<file path="config.mk">
export PLATFORM = sky130hd
export DESIGN_NAME = effect_source_tokenizer_top
export DESIGN_NICKNAME = d
export VERILOG_FILES = /design/src/design/est_pkg.sv /design/src/design/effect_source_tokenizer_top.sv /design/src/design/est_in_stage.sv /design/src/design/est_lexer.sv
export VERILOG_INCLUDE_DIRS = /design/src /design/src/design
export SDC_FILE = /design/constraint.sdc
export NUM_CORES = 1
export LEC_CHECK = 0
export ABC_AREA = 1
export BUFFER_PORTS_ARGS = -buffer_cell sky130_fd_sc_hd__clkbuf_2
export CORE_MARGIN = 2
export CORE_UTILIZATION = 50
export DETAILED_ROUTE_END_ITERATION = 6
export PLACE_DENSITY = 0.7
export SLEW_MARGIN = 20
export SYNTH_ARGS = -nofsm -noshare
export SYNTH_HDL_FRONTEND = slang
export SYNTH_SLANG_ARGS = --single-unit
</file>
<file path="constraint.sdc">
create_clock -name i_clk -period 7.85 [get_ports i_clk]
set_input_delay 1.57 -clock i_clk [delete_from_list [all_inputs] [get_ports i_clk]]
set_output_delay 1.57 -clock i_clk [all_outputs]
set_load 0.05 [all_outputs]
</file>
<file path="src/design/effect_source_tokenizer_top_assert.svh">
// assertion macros used by the tokenizer lexer module
`ifndef EFFECT_SOURCE_TOKENIZER_TOP_ASSERT_SVH
`define EFFECT_SOURCE_TOKENIZER_TOP_ASSERT_SVH

// same-cycle implication, sampled on the rising clock edge
`define EST_ASSERT_NOW(label, ante, cons) \
    label: assert property (@(posedge i_clk) disable iff (!i_rst_n) (ante) |-> (cons)) \
        else $error("tokenizer assertion failed");

// next-cycle implication, sampled on the rising clock edge
`define EST_ASSERT_NEXT(label, ante, cons) \
    label: assert property (@(posedge i_clk) disable iff (!i_rst_n) (ante) |=> (cons)) \
        else $error("tokenizer assertion failed");

`endif

</file>
<file path="src/design/est_pkg.sv">
`default_nettype none

package est_pkg;

    localparam int OFFSET_BITS_DEF = 32;
    localparam int LINE_BITS_DEF   = 24;

    typedef logic [7:0] t_byte;

    typedef struct packed {
        t_byte current_byte;
        t_byte lookahead_byte;
        logic  first_of_buffer;
    } t_in_word;

    typedef struct packed {
        logic [1:0]  event_kind;
        logic [2:0]  token_kind;
        t_byte       char_value;
        logic        carries_char;
        logic [31:0] byte_offset;
        logic [23:0] line_number;
        logic [2:0]  error_code;
        logic        failed_so_far;
    } t_out_word;

    // event kinds
    localparam logic [1:0] EV_START  = 2'd0;
    localparam logic [1:0] EV_APPEND = 2'd1;
    localparam logic [1:0] EV_ERROR  = 2'd2;

    // token kinds
    localparam logic [2:0] TK_COMMENT = 3'd0;
    localparam logic [2:0] TK_PREPROC = 3'd1;
    localparam logic [2:0] TK_IDENT   = 3'd2;
    localparam logic [2:0] TK_DELIM   = 3'd3;
    localparam logic [2:0] TK_STRING  = 3'd4;
    localparam logic [2:0] TK_NUMERIC = 3'd5;

    // error codes
    localparam logic [2:0] ER_NONE       = 3'd0;
    localparam logic [2:0] ER_NON_ASCII  = 3'd1;
    localparam logic [2:0] ER_UNRECOG    = 3'd2;
    localparam logic [2:0] ER_AFTER_SLSH = 3'd3;
    localparam logic [2:0] ER_PREPROC    = 3'd4;
    localparam logic [2:0] ER_IDENT      = 3'd5;
    localparam logic [2:0] ER_NUMBER     = 3'd6;

    // characters
    localparam t_byte CH_NUL    = 8'h00;
    localparam t_byte CH_HASH   = 8'h23;
    localparam t_byte CH_SLASH  = 8'h2F;
    localparam t_byte CH_STAR   = 8'h2A;
    localparam t_byte CH_DOT    = 8'h2E;
    localparam t_byte CH_SEMI   = 8'h3B;
    localparam t_byte CH_UNDER  = 8'h5F;
    localparam t_byte CH_NL     = 8'h0A;
    localparam t_byte CH_BSLASH = 8'h5C;
    localparam t_byte CH_QUOTE  = 8'h22;
    localparam t_byte CH_LPAREN = 8'h28;
    localparam t_byte CH_RPAREN = 8'h29;
    localparam t_byte CH_LBRACE = 8'h7B;
    localparam t_byte CH_RBRACE = 8'h7D;
    localparam t_byte CH_COMMA  = 8'h2C;
    localparam t_byte CH_SPACE  = 8'h20;
    localparam t_byte CH_TAB    = 8'h09;
    localparam t_byte CH_CR     = 8'h0D;

endpackage

`default_nettype wire

</file>
<file path="src/design/effect_source_tokenizer_top.sv">
`default_nettype none

// Byte-serial source lexer. Each input word is one source byte with a one-byte
// lookahead; it yields zero or one event word (token start, appended character
// or lexical error) stamped with the byte offset and line number of that byte.
// A word passes through an input register and the lexer state machine into an
// output register, so with the output side ready one byte is taken every clock
// and its event goes from the input register to the output register; updating
// the lexer mode and counters bounds the rate. Bytes raising no event are still
// consumed and counted. Counters are OFFSET_BITS and LINE_BITS wide and
// saturate; first_of_buffer restarts mode, counters and the sticky failure flag.

module effect_source_tokenizer_top #(
    parameter int OFFSET_BITS = est_pkg::OFFSET_BITS_DEF,
    parameter int LINE_BITS   = est_pkg::LINE_BITS_DEF
) (
    input  wire logic               i_clk,
    input  wire logic               i_rst_n,
    input  wire logic               i_in_valid,
    output logic                    o_in_ready,
    input  wire est_pkg::t_in_word  i_in_data,
    output logic                    o_out_valid,
    input  wire logic               i_out_ready,
    output est_pkg::t_out_word      o_out_data
);
    import est_pkg::*;

    logic     stage_valid;
    logic     stage_take;
    t_in_word stage_data;

    est_in_stage u_in_stage (
        .i_clk         (i_clk),
        .i_rst_n       (i_rst_n),
        .i_in_valid    (i_in_valid),
        .o_in_ready    (o_in_ready),
        .i_in_data     (i_in_data),
        .o_stage_valid (stage_valid),
        .o_stage_data  (stage_data),
        .i_stage_take  (stage_take)
    );

    est_lexer #(
        .OFFSET_BITS (OFFSET_BITS),
        .LINE_BITS   (LINE_BITS)
    ) u_lexer (
        .i_clk         (i_clk),
        .i_rst_n       (i_rst_n),
        .i_stage_valid (stage_valid),
        .i_stage_data  (stage_data),
        .o_stage_take  (stage_take),
        .o_out_valid   (o_out_valid),
        .i_out_ready   (i_out_ready),
        .o_out_data    (o_out_data)
    );

endmodule

`default_nettype wire

</file>
<file path="src/design/est_in_stage.sv">
`default_nettype none

module est_in_stage (
    input  wire logic              i_clk,
    input  wire logic              i_rst_n,
    input  wire logic              i_in_valid,
    output logic                   o_in_ready,
    input  wire est_pkg::t_in_word i_in_data,
    output logic                   o_stage_valid,
    output est_pkg::t_in_word      o_stage_data,
    input  wire logic              i_stage_take
);
    import est_pkg::*;

    logic     r_valid;
    t_in_word r_data;

    assign o_in_ready    = !r_valid || i_stage_take;
    assign o_stage_valid = r_valid;
    assign o_stage_data  = r_data;

    always_ff @(posedge i_clk) begin
        if (!i_rst_n) begin
            r_valid <= 1'b0;
        end else if (o_in_ready) begin
            r_valid <= i_in_valid;
        end
        if (o_in_ready && i_in_valid) begin
            r_data <= i_in_data;
        end
    end

endmodule

`default_nettype wire

</file>
<file path="src/design/est_lexer.sv">
`default_nettype none

module est_lexer #(
    parameter int OFFSET_BITS = est_pkg::OFFSET_BITS_DEF,
    parameter int LINE_BITS   = est_pkg::LINE_BITS_DEF
) (
    input  wire logic              i_clk,
    input  wire logic              i_rst_n,
    input  wire logic              i_stage_valid,
    input  wire est_pkg::t_in_word i_stage_data,
    output logic                   o_stage_take,
    output logic                   o_out_valid,
    input  wire logic              i_out_ready,
    output est_pkg::t_out_word     o_out_data
);
    import est_pkg::*;

    `include "effect_source_tokenizer_top_assert.svh"

    typedef enum logic [4:0] {
        M_NORMAL, M_SLASH, M_LINE_NEW, M_LINE_BODY, M_BLOCK_NEW, M_BLOCK_BODY,
        M_BLOCK_STAR, M_PRE_NEW, M_PRE_BODY, M_ID_NEW, M_ID_BODY, M_DELIM,
        M_STR_NEW, M_STR_BODY, M_STR_ESC, M_NUM_NEW, M_NUM_BODY, M_ERROR
    } t_mode;

    localparam logic [OFFSET_BITS-1:0] OFF_MAX  = {OFFSET_BITS{1'b1}};
    localparam logic [LINE_BITS-1:0]   LINE_MAX = {LINE_BITS{1'b1}};

    function automatic logic is_digit(input t_byte c);
        return c >= 8'h30 && c <= 8'h39;
    endfunction

    function automatic logic is_letter(input t_byte c);
        return (c >= 8'h61 && c <= 8'h7A) || (c >= 8'h41 && c <= 8'h5A);
    endfunction

    function automatic logic is_word_start(input t_byte c);
        return is_letter(c) || c == CH_UNDER;
    endfunction

    function automatic t_byte translate(input t_byte c);
        t_byte r;
        case (c)
            8'h61:   r = 8'd7;
            8'h62:   r = 8'd8;
            8'h66:   r = 8'd12;
            8'h6E:   r = 8'd10;
            8'h72:   r = 8'd13;
            8'h74:   r = 8'd9;
            8'h76:   r = 8'd11;
            8'h30:   r = 8'd0;
            default: r = c;
        endcase
        return r;
    endfunction

    t_mode                  r_mode, n_mode, mode_base;
    logic [LINE_BITS-1:0]   r_line, n_line, line_base;
    logic [OFFSET_BITS-1:0] r_pos, n_pos, pos_base;
    logic                   r_fail, n_fail, fail_base;
    logic                   r_out_valid;
    t_out_word              r_out;

    logic      adv;
    t_byte     c, pk, chr;
    logic      ev_on, has, is_delim, is_space, is_slash, common;
    logic [1:0] kind;
    logic [2:0] tok, err;
    t_mode     cm_mode;
    t_out_word ev;
    logic [63:0] off_ext;
    logic [31:0] line_ext;

    assign o_stage_take = !r_out_valid || i_out_ready;
    assign adv          = i_stage_valid && o_stage_take;
    assign o_out_valid  = r_out_valid;
    assign o_out_data   = r_out;

    assign c  = i_stage_data.current_byte;
    assign pk = i_stage_data.lookahead_byte;

    // counters, mode and failure flag, with restart at the head of a buffer
    always_comb begin
        mode_base = i_stage_data.first_of_buffer ? M_NORMAL : r_mode;
        line_base = i_stage_data.first_of_buffer ? LINE_BITS'(1) : r_line;
        pos_base  = i_stage_data.first_of_buffer ? '0 : r_pos;
        fail_base = i_stage_data.first_of_buffer ? 1'b0 : r_fail;
        n_line    = (c == CH_NL && line_base != LINE_MAX) ? line_base + LINE_BITS'(1)
                                                          : line_base;
        n_pos     = (pos_base != OFF_MAX) ? pos_base + OFFSET_BITS'(1) : pos_base;
        off_ext   = 64'(pos_base);
        line_ext  = 32'(n_line);
    end

    always_comb begin
        is_delim = c == CH_SEMI || c == CH_LPAREN || c == CH_RPAREN ||
                   c == CH_LBRACE || c == CH_RBRACE || c == CH_COMMA;
        is_slash = c == CH_SLASH;
        is_space = c == CH_SPACE || c == CH_TAB || c == CH_NL || c == CH_CR;
        common   = is_delim || is_slash || is_space;
        cm_mode  = is_delim ? M_DELIM : (is_slash ? M_SLASH : M_NORMAL);

        n_mode = mode_base;
        ev_on  = 1'b0;
        kind   = EV_APPEND;
        tok    = TK_COMMENT;
        has    = 1'b1;
        chr    = c;
        err    = ER_NONE;

        if (c == CH_NUL) begin
            n_mode = M_NORMAL;
        end else if (c[7]) begin
            err = ER_NON_ASCII;
        end else begin
            case (mode_base)
                M_SLASH: begin
                    if (c == CH_SLASH || c == CH_STAR) begin
                        n_mode = (c == CH_SLASH) ? M_LINE_NEW : M_BLOCK_NEW;
                        ev_on  = 1'b1;
                        kind   = EV_START;
                        has    = 1'b0;
                    end else begin
                        err = ER_AFTER_SLSH;
                    end
                end
                M_LINE_NEW, M_LINE_BODY: begin
                    if (c == CH_NL) begin
                        n_mode = M_NORMAL;
                    end else begin
                        n_mode = M_LINE_BODY;
                        ev_on  = 1'b1;
                    end
                end
                M_BLOCK_NEW, M_BLOCK_BODY: begin
                    if (c == CH_STAR && pk == CH_SLASH) begin
                        n_mode = M_BLOCK_STAR;
                    end else begin
                        n_mode = M_BLOCK_BODY;
                        ev_on  = 1'b1;
                    end
                end
                M_BLOCK_STAR: begin
                    n_mode = M_NORMAL;
                end
                M_PRE_NEW, M_ID_NEW, M_NUM_NEW: begin
                    tok = (mode_base == M_PRE_NEW) ? TK_PREPROC :
                          (mode_base == M_ID_NEW)  ? TK_IDENT : TK_NUMERIC;
                    if (common) begin
                        n_mode = cm_mode;
                        ev_on  = is_delim;
                        kind   = EV_START;
                        tok    = TK_DELIM;
                    end else begin
                        n_mode = (mode_base == M_PRE_NEW) ? M_PRE_BODY :
                                 (mode_base == M_ID_NEW)  ? M_ID_BODY : M_NUM_BODY;
                        ev_on  = 1'b1;
                    end
                end
                M_PRE_BODY, M_ID_BODY, M_NUM_BODY: begin
                    tok = (mode_base == M_PRE_BODY) ? TK_PREPROC :
                          (mode_base == M_ID_BODY)  ? TK_IDENT : TK_NUMERIC;
                    if ((mode_base == M_PRE_BODY && is_letter(c)) ||
                        (mode_base == M_ID_BODY && (is_word_start(c) || is_digit(c))) ||
                        (mode_base == M_NUM_BODY && (is_digit(c) || c == CH_DOT))) begin
                        ev_on = 1'b1;
                    end else if (common) begin
                        n_mode = cm_mode;
                        ev_on  = is_delim;
                        kind   = EV_START;
                        tok    = TK_DELIM;
                    end else begin
                        err = (mode_base == M_PRE_BODY) ? ER_PREPROC :
                              (mode_base == M_ID_BODY)  ? ER_IDENT : ER_NUMBER;
                    end
                end
                M_STR_NEW, M_STR_BODY: begin
                    tok = TK_STRING;
                    if (c == CH_BSLASH) begin
                        n_mode = M_STR_ESC;
                    end else if (c == CH_QUOTE) begin
                        n_mode = M_NORMAL;
                    end else begin
                        n_mode = M_STR_BODY;
                        ev_on  = 1'b1;
                    end
                end
                M_STR_ESC: begin
                    n_mode = M_STR_BODY;
                    ev_on  = 1'b1;
                    tok    = TK_STRING;
                    chr    = translate(c);
                end
                M_ERROR: begin
                    n_mode = M_NORMAL;
                end
                default: begin
                    kind  = EV_START;
                    ev_on = 1'b1;
                    if (common) begin
                        n_mode = cm_mode;
                        ev_on  = is_delim;
                        tok    = TK_DELIM;
                    end else if (c == CH_HASH) begin
                        n_mode = M_PRE_NEW;
                        tok    = TK_PREPROC;
                        has    = 1'b0;
                    end else if (c == CH_QUOTE) begin
                        n_mode = M_STR_NEW;
                        tok    = TK_STRING;
                        has    = 1'b0;
                    end else if (is_word_start(c)) begin
                        n_mode = M_ID_NEW;
                        tok    = TK_IDENT;
                    end else if (is_digit(c)) begin
                        n_mode = M_NUM_NEW;
                        tok    = TK_NUMERIC;
                    end else begin
                        ev_on = 1'b0;
                        err   = ER_UNRECOG;
                    end
                end
            endcase
        end

        if (err != ER_NONE) begin
            n_mode = M_ERROR;
            ev_on  = 1'b1;
        end
        n_fail = fail_base || (err != ER_NONE);

        ev.event_kind    = (err != ER_NONE) ? EV_ERROR : kind;
        ev.token_kind    = (err != ER_NONE) ? TK_COMMENT : tok;
        ev.carries_char  = (err == ER_NONE) && has;
        ev.char_value    = ((err == ER_NONE) && has) ? chr : CH_NUL;
        ev.byte_offset   = off_ext[31:0];
        ev.line_number   = line_ext[23:0];
        ev.error_code    = err;
        ev.failed_so_far = n_fail;
    end

    always_ff @(posedge i_clk) begin
        if (!i_rst_n) begin
            r_mode      <= M_NORMAL;
            r_line      <= LINE_BITS'(1);
            r_pos       <= '0;
            r_fail      <= 1'b0;
            r_out_valid <= 1'b0;
        end else if (adv) begin
            r_mode      <= n_mode;
            r_line      <= n_line;
            r_pos       <= n_pos;
            r_fail      <= n_fail;
            r_out_valid <= ev_on;
        end else if (i_out_ready) begin
            r_out_valid <= 1'b0;
        end
        if (adv && ev_on) begin
            r_out <= ev;
        end
    end

    `EST_ASSERT_NOW(a_err_word_flags, r_out_valid && r_out.event_kind == EV_ERROR,
        r_out.failed_so_far && !r_out.carries_char && r_out.error_code != ER_NONE)
    `EST_ASSERT_NOW(a_char_zero, r_out_valid && !r_out.carries_char,
        r_out.char_value == CH_NUL)
    `EST_ASSERT_NOW(a_fail_sticky, adv && r_fail && !n_fail,
        i_stage_data.first_of_buffer)
    `EST_ASSERT_NEXT(a_err_mode, adv && err != ER_NONE,
        r_mode == M_ERROR && r_fail && r_out_valid)
    `EST_ASSERT_NOW(a_line_nonzero, 1'b1, r_line != '0)

endmodule

`default_nettype wire

</file>
==> results.py, run 1 <==
metrics = {
    "run_status": {
        "status": "finished, final reports clean",
    },
    "timing": {
        "fin_crit_ns": 4.03,
        "finClkSkew_ns": 0.00797,
        "finalCritPeriodShare": 0.513,
        "setup_violations": 0,
        "slew-limit-headroom": 0.321,
        "tightest_slew_ns": 1.02,
        "drv_slew": 0,
        "fmax_mhz": 248,
        "rsz0062_at_grt": "false",
        "timing.setup.tns_ns": 0,
        "setup_ws_ns": 3.82,
        "hold_violations": 0,
    },
    "synth": {
        "yosys_most_used_dff": "edfxtp_1",
        "avgSynthCellArea_um2": 8.08,
        "synth_cell_types": 55,
        "syn_nets": 1124,
        "ys.warnings.count": 0,
        "syn_inst": 1101,
        "synth_edf_count": 91,
        "ys_async_sr_fraction": 0,
        "netlist_area_um2": 8890,
        "ys_seq_elements": 155,
        "ys_seq_area_frac": 0.451,
    },
    "grt": {
        "gr-total-overflow": 0,
        "grt_max_degree": 75,
        "grt_usage": 0.247,
        "antenna_found_initial": 0,
        "grt_pass1_wl_um": 36100,
        "first_global_vias": 7193,
    },
    "die": {
        "pin_count": 97,
        "dieHeight_um": 137,
        "num_rows": 48,
        "die_area_um2": 18900,
        "core_area_um2": 17400,
        "dieWidth_um": 137,
        "initial_core_util": 0.512,
    },
    "clock_tree": {
        "cts.sinks": 155,
        "root_buffer": "clkbuf_16",
        "clock_path_buffers": 2,
        "cts.reportedPaths.clkPinSlew_ns": 0.07,
        "htree_levels": 4,
        "cts_tree": "done",
        "cts_setup_buffers": 0,
        "cts_hold_buf": 0,
        "cts_made_buffers": 17,
        "post_cts_resized": 0,
        "worstSkewPairLatency_ns": 0.43,
    },
    "worst_setup_path": {
        "crit_required_ns": 7.90,
        "cp-start-kind": "register",
        "crit_arrival_ns": 4.08,
        "path_max_fanout": 74,
        "r2r_setup_slack_ns": 3.82,
        "end_kind": "register",
        "path_class": "reg2reg",
    },
    "power": {
        "peakVddDrop_mv": 0.166,
        "leakagePower_nw": 4.29,
        "total_power_mw": 2.04,
        "p_per_area_nw_per_um2": 203,
    },
    "route": {
        "drc": 0,
        "drt-pass1-iter-count": 6,
        "routed_wirelength_um": 22300,
        "dr.first_iter.drc_count": 643,
        "vias": 7670,
        "wl_per_cell_um": 15.6,
        "antenna_left": 0,
        "vias_per_cell": 5.37,
    },
    "flow_run": {
        "max_cap_viol_count": 0,
    },
    "placement": {
        "place.gp.congestion": 0.986,
        "dp_slack_ns": 3.79,
        "port_buffers": 96,
        "place.detailed.hpwl_um": 16000,
    },
    "hold_path": {
        "worstHoldPathType": "reg2reg",
    },
    "finish": {
        "n_antenna_cell": 0,
        "multi_input_area_um2": 4070,
        "fill_cells": 1559,
        "seq_area_um2": 4010,
        "nets": 1213,
        "drive_gt1_frac": 0.188,
        "synthToLayoutAreaGrowth_pct": 13.2,
    },
}
-- layer usage --
metal | GRT usage | routed length [µm] | share of wire | vias to the layer above
li1 | - | - | - | 3784
met1 | 0.338 | 10500 | 0.47 | 3571
met2 | 0.388 | 10200 | 0.46 | 274
met3 | 0.0456 | 1150 | 0.051 | 41
met4 | 0.0962 | 488 | 0.022 | 0
met5 | 0 | 0 | 0 | -
-- metrics by stage --
step	std cells	util	instance area (µm²)	hold WS, ns
floorplan	1101	-	8890	0.445
detailed placement	1396	0.547	9490	0.459
finish	1428	0.580	10100	0.470
global route	1428	0.580	10100	0.489
global placement	1396	0.547	9490	0.451
CTS	1428	0.580	10100	0.470
-- cells in the mapped netlist (all sizes together), types with 2 or more instances --
library cell / number / area share
inv: 158 / 0.068
edfxtp: 91 / 0.31
nand4: 21 / 0.018
and3: 2 / 0.0014
o22ai: 3 / 0.0021
clkbuf: 17 / 0.0073
a21oi: 67 / 0.038
nor2: 182 / 0.11
o21ai: 76 / 0.045
xor2: 34 / 0.034
nand2: 239 / 0.11
xnor2: 11 / 0.011
nor4: 14 / 0.014
ha: 2 / 0.0028
o21bai: 3 / 0.0030
nand3: 54 / 0.035
buf: 14 / 0.017
dfxtp: 64 / 0.14
nor3: 38 / 0.027
o2111ai: 2 / 0.0020
-- layout by cell type, fill, tap and decap left out, types with 19 or more instances in the layout --
cell type  synthesis  layout
a21oi_1           67      67
clkbuf_2           1      96
dfxtp_1           64      64
edfxtp_1          91      91
inv_1            149     149
nand2_1          214     212
nand2_2           22      23
nand3_1           48      48
nor2_1           151     151
nor2_4            19      19
nor3_1            30      30
o21ai_0           50      50
o21ai_1           21      21
xor2_1            33      33
-- state kept, by name (all words and copies together), names as in the netlist --
name and flops:
u_lexer.o_out_data 74, u_lexer.o_out_valid 1, u_lexer.r_fail 1, u_lexer.r_line 24, u_in_stage.o_stage_valid 1, u_lexer.r_mode 5
u_in_stage.o_stage_data 17, u_lexer.r_pos 32
-- layout make-up --
class | instances | area share
Inverter | 158 | 0.0597
Timing Repair Buffer | 101 | 0.0515
Clock inverter | 13 | 0.0141
Sequential cell | 155 | 0.399
Tap cell | 225 | 0.0280
Multi-Input combinational cell | 757 | 0.405
Clock buffer | 19 | 0.0430
-- path summary, 6_finish.rpt --
path                            depth (start not counted)                      to                       start
worst min-delay path                                    2       u_lexer.r_pos[27]           u_lexer.r_pos[27]
worst min register to register                          2       u_lexer.r_pos[27]           u_lexer.r_pos[27]
worst max register to register                         14  u_lexer.o_out_data[45]  u_in_stage.o_stage_data[0]
worst max-delay path                                   14  u_lexer.o_out_data[45]  u_in_stage.o_stage_data[0]
-- cell families (layout without fill, tap and decap cells) --
logic type,after synthesis,count (layout),share of synthesized area
AOI/OAI and AO/OA,157,157,0.0953
xor gates and xnor gates,45,45,0.0452
adders and majority gates,2,2,0.00281
buffers and inverters,189,291,0.0915
DFF,155,155,0.451
other,1,1,0.000422
and+or+nand+nor,552,552,0.313
-- power by group --
part           leakage (nW)  switching, mW  internal, mW  total [mW]
clock                 0.276          0.345         0.470       0.815
sequential             1.36         0.0204         0.915       0.935
combinational          2.66          0.235        0.0595       0.294
-- worst max-delay path: stages (launching register included) --
cell	delay [ns]
edfxtp_1	0.32
buf_4	0.40
buf_4	0.56
nor2_4	0.12
nand3_1	0.10
nor2_1	0.07
nor2_2	0.25
inv_2	0.15
nor2_1	0.12
nand3_1	0.24
nand3_1	0.24
nor2_1	0.06
nand3_1	0.07
nand2_1	0.11
nand2_4	0.71
Note: power is estimated with default switching activity, not from simulation.
==> run 2: changes to the inputs <==
- clock period: 7.85 -> 4.17 ns (I/O delays scaled with it)
==> run 2 against run 1 <==
Sequential share of layout area decreased by 0.17 points. Non-clock buffer count increased by 3. Sequential cell count is the same. Critical path depth down 3. Die area did not move. Wire length is 1.2% higher. First-iteration DRC count increased by 3.6%. Via count fell by 0.61%. Combinational power increased by 91%. Maximum frequency increased by 20%. Largest cell class unchanged.
==> results.py, run 2 (synthesized netlist as in run 1, its figures left out) <==
metrics = {
    "worst_setup_path": {
        "end_kind": "register",
        "path_class": "reg2reg",
        "cp-start-kind": "register",
        "crit_required_ns": 4.52,
        "crit_arrival_ns": 3.71,
        "path_max_fanout": 25,
    },
    "grt": {
        "first_global_vias": 7083,
        "grt_pass1_wl_um": 36400,
        "antenna_found_initial": 0,
        "grt_max_degree": 75,
        "gr-total-overflow": 0,
        "grt_usage": 0.249,
    },
    "finish": {
        "nets": 1216,
        "fill_cells": 1534,
        "post-route-util": 0.582,
        "drive_gt1_frac": 0.190,
        "final_common_cell": "nand2_1",
        "n_antenna_cell": 0,
        "largest_reg_flops": 74,
        "layout_common_cells": "212 x nand2_1, 151 x nor2_1, 149 x inv_1",
        "synthToLayoutAreaGrowth_pct": 13.7,
    },
    "clock_tree": {
        "root_buffer": "clkbuf_16",
        "post_cts_resized": 0,
        "htree_levels": 4,
        "worstSkewPairLatency_ns": 0.43,
        "cts.reportedPaths.clkPinSlew_ns": 0.06,
        "cts_setup_buffers": 0,
        "cts_made_buffers": 17,
        "clock_path_buffers": 2,
        "cts.sinks": 155,
        "cts_hold_buf": 0,
        "cts_tree": "done",
    },
    "timing": {
        "rsz0062_at_grt": "false",
        "drv_slew": 0,
        "setup_violations": 0,
        "fin_crit_ns": 3.36,
        "finClkSkew_ns": 0.0107,
        "finalCritPeriodShare": 0.806,
        "tightest_slew_ns": 0.884,
        "hold_violations": 0,
        "slew-limit-headroom": 0.409,
        "timing.setup.tns_ns": 0,
        "fmax_mhz": 297,
    },
    "route": {
        "routed_wirelength_um": 22600,
        "drt-pass1-iter-count": 5,
        "vias": 7623,
        "vias_per_cell": 5.33,
        "dr.first_iter.drc_count": 666,
        "wl_per_cell_um": 15.8,
        "drc": 0,
        "antenna_left": 0,
    },
    "power": {
        "p_sw_frac": 0.293,
        "power_switching_mw": 1.14,
        "combPwrFrac": 0.145,
        "p_int_mw": 2.74,
        "peakVddDrop_mv": 0.290,
        "p_per_area_nw_per_um2": 383,
        "leakagePower_nw": 4.32,
        "power_frac_seq": 0.454,
        "clkPwrFrac": 0.401,
    },
    "die": {
        "dieWidth_um": 137,
        "dieHeight_um": 137,
        "die_area_um2": 18900,
        "pin_count": 97,
        "core_area_um2": 17400,
        "initial_core_util": 0.512,
        "num_rows": 48,
    },
    "flow_run": {
        "max_cap_viol_count": 0,
    },
    "placement": {
        "place.gp.congestion": 1.01,
        "port_buffers": 96,
        "place.detailed.hpwl_um": 16400,
    },
    "run_status": {
        "status": "finished, final reports clean",
    },
    "hold_path": {
        "worstHoldPathType": "reg2reg",
    },
}
[run 2: routing by layer]
metal  global-route usage  part of all wire  wire (µm)  vias up
met5                    0                 0          0        -
met4               0.0968             0.028        622        0
met3               0.0438             0.060       1360       51
met2                0.393              0.46      10400      286
met1                0.343              0.45      10200     3494
li1                     -                 -          -     3792
[run 2: final timing paths]
check / from / endpoint / slack, ns / depth (start not counted)
setup / recovery: u_in_stage.o_stage_data[0] / u_lexer.r_pos[27] / 0.81 / 11
hold / removal: u_lexer.r_pos[19] / u_lexer.r_pos[19] / 0.46 / 2
setup reg to reg: u_in_stage.o_stage_data[0] / u_lexer.r_pos[27] / 0.81 / 11
hold reg to reg: u_lexer.r_pos[19] / u_lexer.r_pos[19] / 0.46 / 2
[run 2: worst max-delay path: stages, from the launching register on]
cell and delay [ns]:
edfxtp_1 0.51, buf_4 0.32, nor2_8 0.17, ha_1 0.17, inv_1 0.11, nor3_4 0.26
nand2_1 0.21, nor2_1 0.19, nand3_1 0.17, nor3_4 0.72, o21ai_0 0.26, a21oi_1 0.19
[run 2: cell type report]
| type | instances | area, µm² | share of cell area |
|---|---|---|---|
| Clock buffer | 19 | 443 | 0.0438 |
| Clock inverter | 13 | 140 | 0.0139 |
| Inverter | 158 | 601 | 0.0594 |
| Multi-Input combinational cell | 757 | 4070 | 0.403 |
| Sequential cell | 155 | 4010 | 0.397 |
| Tap cell | 225 | 282 | 0.0279 |
| Timing Repair Buffer | 104 | 553 | 0.0547 |
[run 2: stage by stage]
stage	hold slack [ns]	worst slack [ns]	power (mW)	area, µm²	cells
2_1_floorplan	0.445	0.411	2.22	8890	1101
3_3_place_gp	0.452	0.964	2.35	9520	1399
3_5_place_dp	0.457	0.897	2.35	9520	1399
4_1_cts	0.467	0.814	3.89	10100	1431
5_1_grt	0.490	0.579	4.01	10100	1431
6_report	0.464	0.808	3.87	10100	1431
[run 2: power groups by stage]
stage / clock (mW) / sequential, mW / combinational (mW)
2_1_floorplan: 0 / 1.99 / 0.233
3_3_place_gp: 0 / 1.79 / 0.556
3_5_place_dp: 0 / 1.79 / 0.561
4_1_cts: 1.57 / 1.76 / 0.561
5_1_grt: 1.64 / 1.77 / 0.603
6_report: 1.55 / 1.76 / 0.561
==> run 3: changes to the inputs <==
- clock period: 4.17 -> 3.1 ns (I/O delays scaled with it)
==> run 3 against run 2 <==
Sequential power grew 35%. Worst hold slack lost 0.097 ns. Non-clock buffer count up 17. Core utilization grew 0.76 points. Critical endpoint is now u_lexer.o_out_data[32]. Largest cell class unchanged. Highest routed layer unchanged.
==> results.py, run 3 (synthesized netlist as in run 1, its figures left out) <==
metrics = {
    "worst_setup_path": {
        "cp-start-kind": "register",
        "path_max_fanout": 16,
        "cpMostUsedCell": "nand2_1",
        "ff2ff_path_depth": 11,
        "path_class": "reg2reg",
        "crit_chain": "inv_2, nand2_1, nor2_1, nand2_1, o31ai_1, nand3_1, nor2_1, nand3_1, nand2_1, nand2_4, buf_4",
        "crit_required_ns": 3.27,
        "end_kind": "register",
        "cp_slowest_cell": "edfxtp_1",
        "cp_num_buf_inv": 2,
        "crit_family": "simple AND/OR/NAND/NOR gates",
        "path_depth": 11,
        "crit_arrival_ns": 3.08,
        "cpPeakStageDelay_ns": 0.46,
    },
    "clock_tree": {
        "post_cts_resized": 0,
        "cts_hold_buf": 0,
        "root_buffer": "clkbuf_16",
        "cts_setup_buffers": 0,
        "cts_tree": "done",
        "cts_made_buffers": 17,
        "clock_path_buffers": 2,
        "worstSkewPairLatency_ns": 0.43,
        "htree_levels": 4,
        "cts.reportedPaths.clkPinSlew_ns": 0.06,
        "cts.sinks": 155,
    },
    "timing": {
        "hold_violations": 0,
        "finClkSkew_ns": 0.00907,
        "setup_violations": 0,
        "slew-limit-headroom": 0.521,
        "fin_crit_ns": 2.91,
        "rsz0062_at_grt": "false",
        "timing.setup.tns_ns": 0,
        "fmax_mhz": 344,
        "finalCritPeriodShare": 0.938,
        "tightest_slew_ns": 0.719,
        "drv_slew": 0,
    },
    "placement": {
        "port_buffers": 96,
        "post-place-cells": 1416,
        "place.detailed.hpwl_um": 17000,
        "place.gp.congestion": 1.01,
    },
    "die": {
        "core_area_um2": 17400,
        "die_area_um2": 18900,
        "pin_count": 97,
        "dieHeight_um": 137,
        "dieWidth_um": 137,
        "initial_core_util": 0.512,
        "num_rows": 48,
    },
    "power": {
        "peakVddDrop_mv": 0.415,
        "p_per_area_nw_per_um2": 505,
        "leakagePower_nw": 4.39,
    },
    "grt": {
        "gr-total-overflow": 0,
        "grt_max_degree": 68,
        "grt_usage": 0.248,
        "first_global_vias": 6964,
        "grt_pass1_wl_um": 36000,
        "antenna_found_initial": 0,
    },
    "hold_path": {
        "worstHoldPathType": "in2reg",
        "hold-path-cell-count": 1,
    },
    "route": {
        "wl_per_cell_um": 15.8,
        "routed_wirelength_um": 22800,
        "drc": 0,
        "drt-pass1-iter-count": 7,
        "antenna_left": 0,
        "dr.first_iter.drc_count": 668,
        "vias": 7684,
        "vias_per_cell": 5.31,
    },
    "flow_run": {
        "max_cap_viol_count": 0,
    },
    "run_status": {
        "status": "finished, final reports clean",
    },
    "finish": {
        "synthToLayoutAreaGrowth_pct": 15.2,
        "drive_gt1_frac": 0.200,
        "layout_common_cells": "212 x nand2_1, 151 x nor2_1, 149 x inv_1",
        "final_common_cell": "nand2_1",
        "n_antenna_cell": 0,
        "layoutNonFillerInstCount": 1448,
        "largest_reg_flops": 74,
        "nets": 1233,
    },
}
## run 3: path summary, 6_finish.rpt
| path | to | slack, ns | startpoint |
|---|---|---|---|
| max reg2reg | u_lexer.o_out_data[32] | 0.19 | u_in_stage.o_stage_data[16] |
| max | u_lexer.o_out_data[32] | 0.19 | u_in_stage.o_stage_data[16] |
| min | u_in_stage.o_stage_data[1] | 0.37 | i_in_data[1] |
| min reg2reg | u_lexer.r_pos[10] | 0.47 | u_lexer.r_pos[10] |
## run 3: layout make-up
| cell class | instances | area, µm² |
|---|---|---|
| clock buffers | 22 | 444 |
| clock inverters | 10 | 119 |
| fillers | 1560 | 7120 |
| inverters | 158 | 601 |
| multi-input cells | 757 | 4070 |
| flip-flops and latches | 155 | 4010 |
| well taps | 225 | 282 |
| repair buffers | 121 | 706 |
## run 3: power breakdown
| group | internal [mW] | total [mW] | switching, mW |
|---|---|---|---|
| logic | 0.174 | 0.777 | 0.603 |
| clock network | 1.19 | 2.03 | 0.839 |
| registers | 2.31 | 2.37 | 0.0522 |
## run 3: per-layer routing
| layer | GRT usage | wire (µm) | up-vias |
|---|---|---|---|
| li1 | - | - | 3818 |
| met1 | 0.342 | 10500 | 3552 |
| met2 | 0.388 | 10500 | 270 |
| met3 | 0.0456 | 1220 | 44 |
| met4 | 0.0911 | 579 | 0 |
| met5 | 0 | 0 | - |
## run 3: metrics by stage
| stage | hold slack (ns) | worst slack [ns] | area [µm²] | utilization | total power, mW |
|---|---|---|---|---|---|
| after detailed placement | 0.460 | 0.325 | 9680 | 0.557 | 3.18 |
| after global routing | 0.353 | 0.0303 | 10200 | 0.590 | 5.35 |
| final | 0.366 | 0.192 | 10200 | 0.590 | 5.17 |
| after CTS | 0.349 | 0.295 | 10200 | 0.590 | 5.20 |
| after floorplan | 0.445 | 0.0408 | 8890 | - | 2.99 |
| after global placement | 0.452 | 0.299 | 9680 | 0.557 | 3.18 |
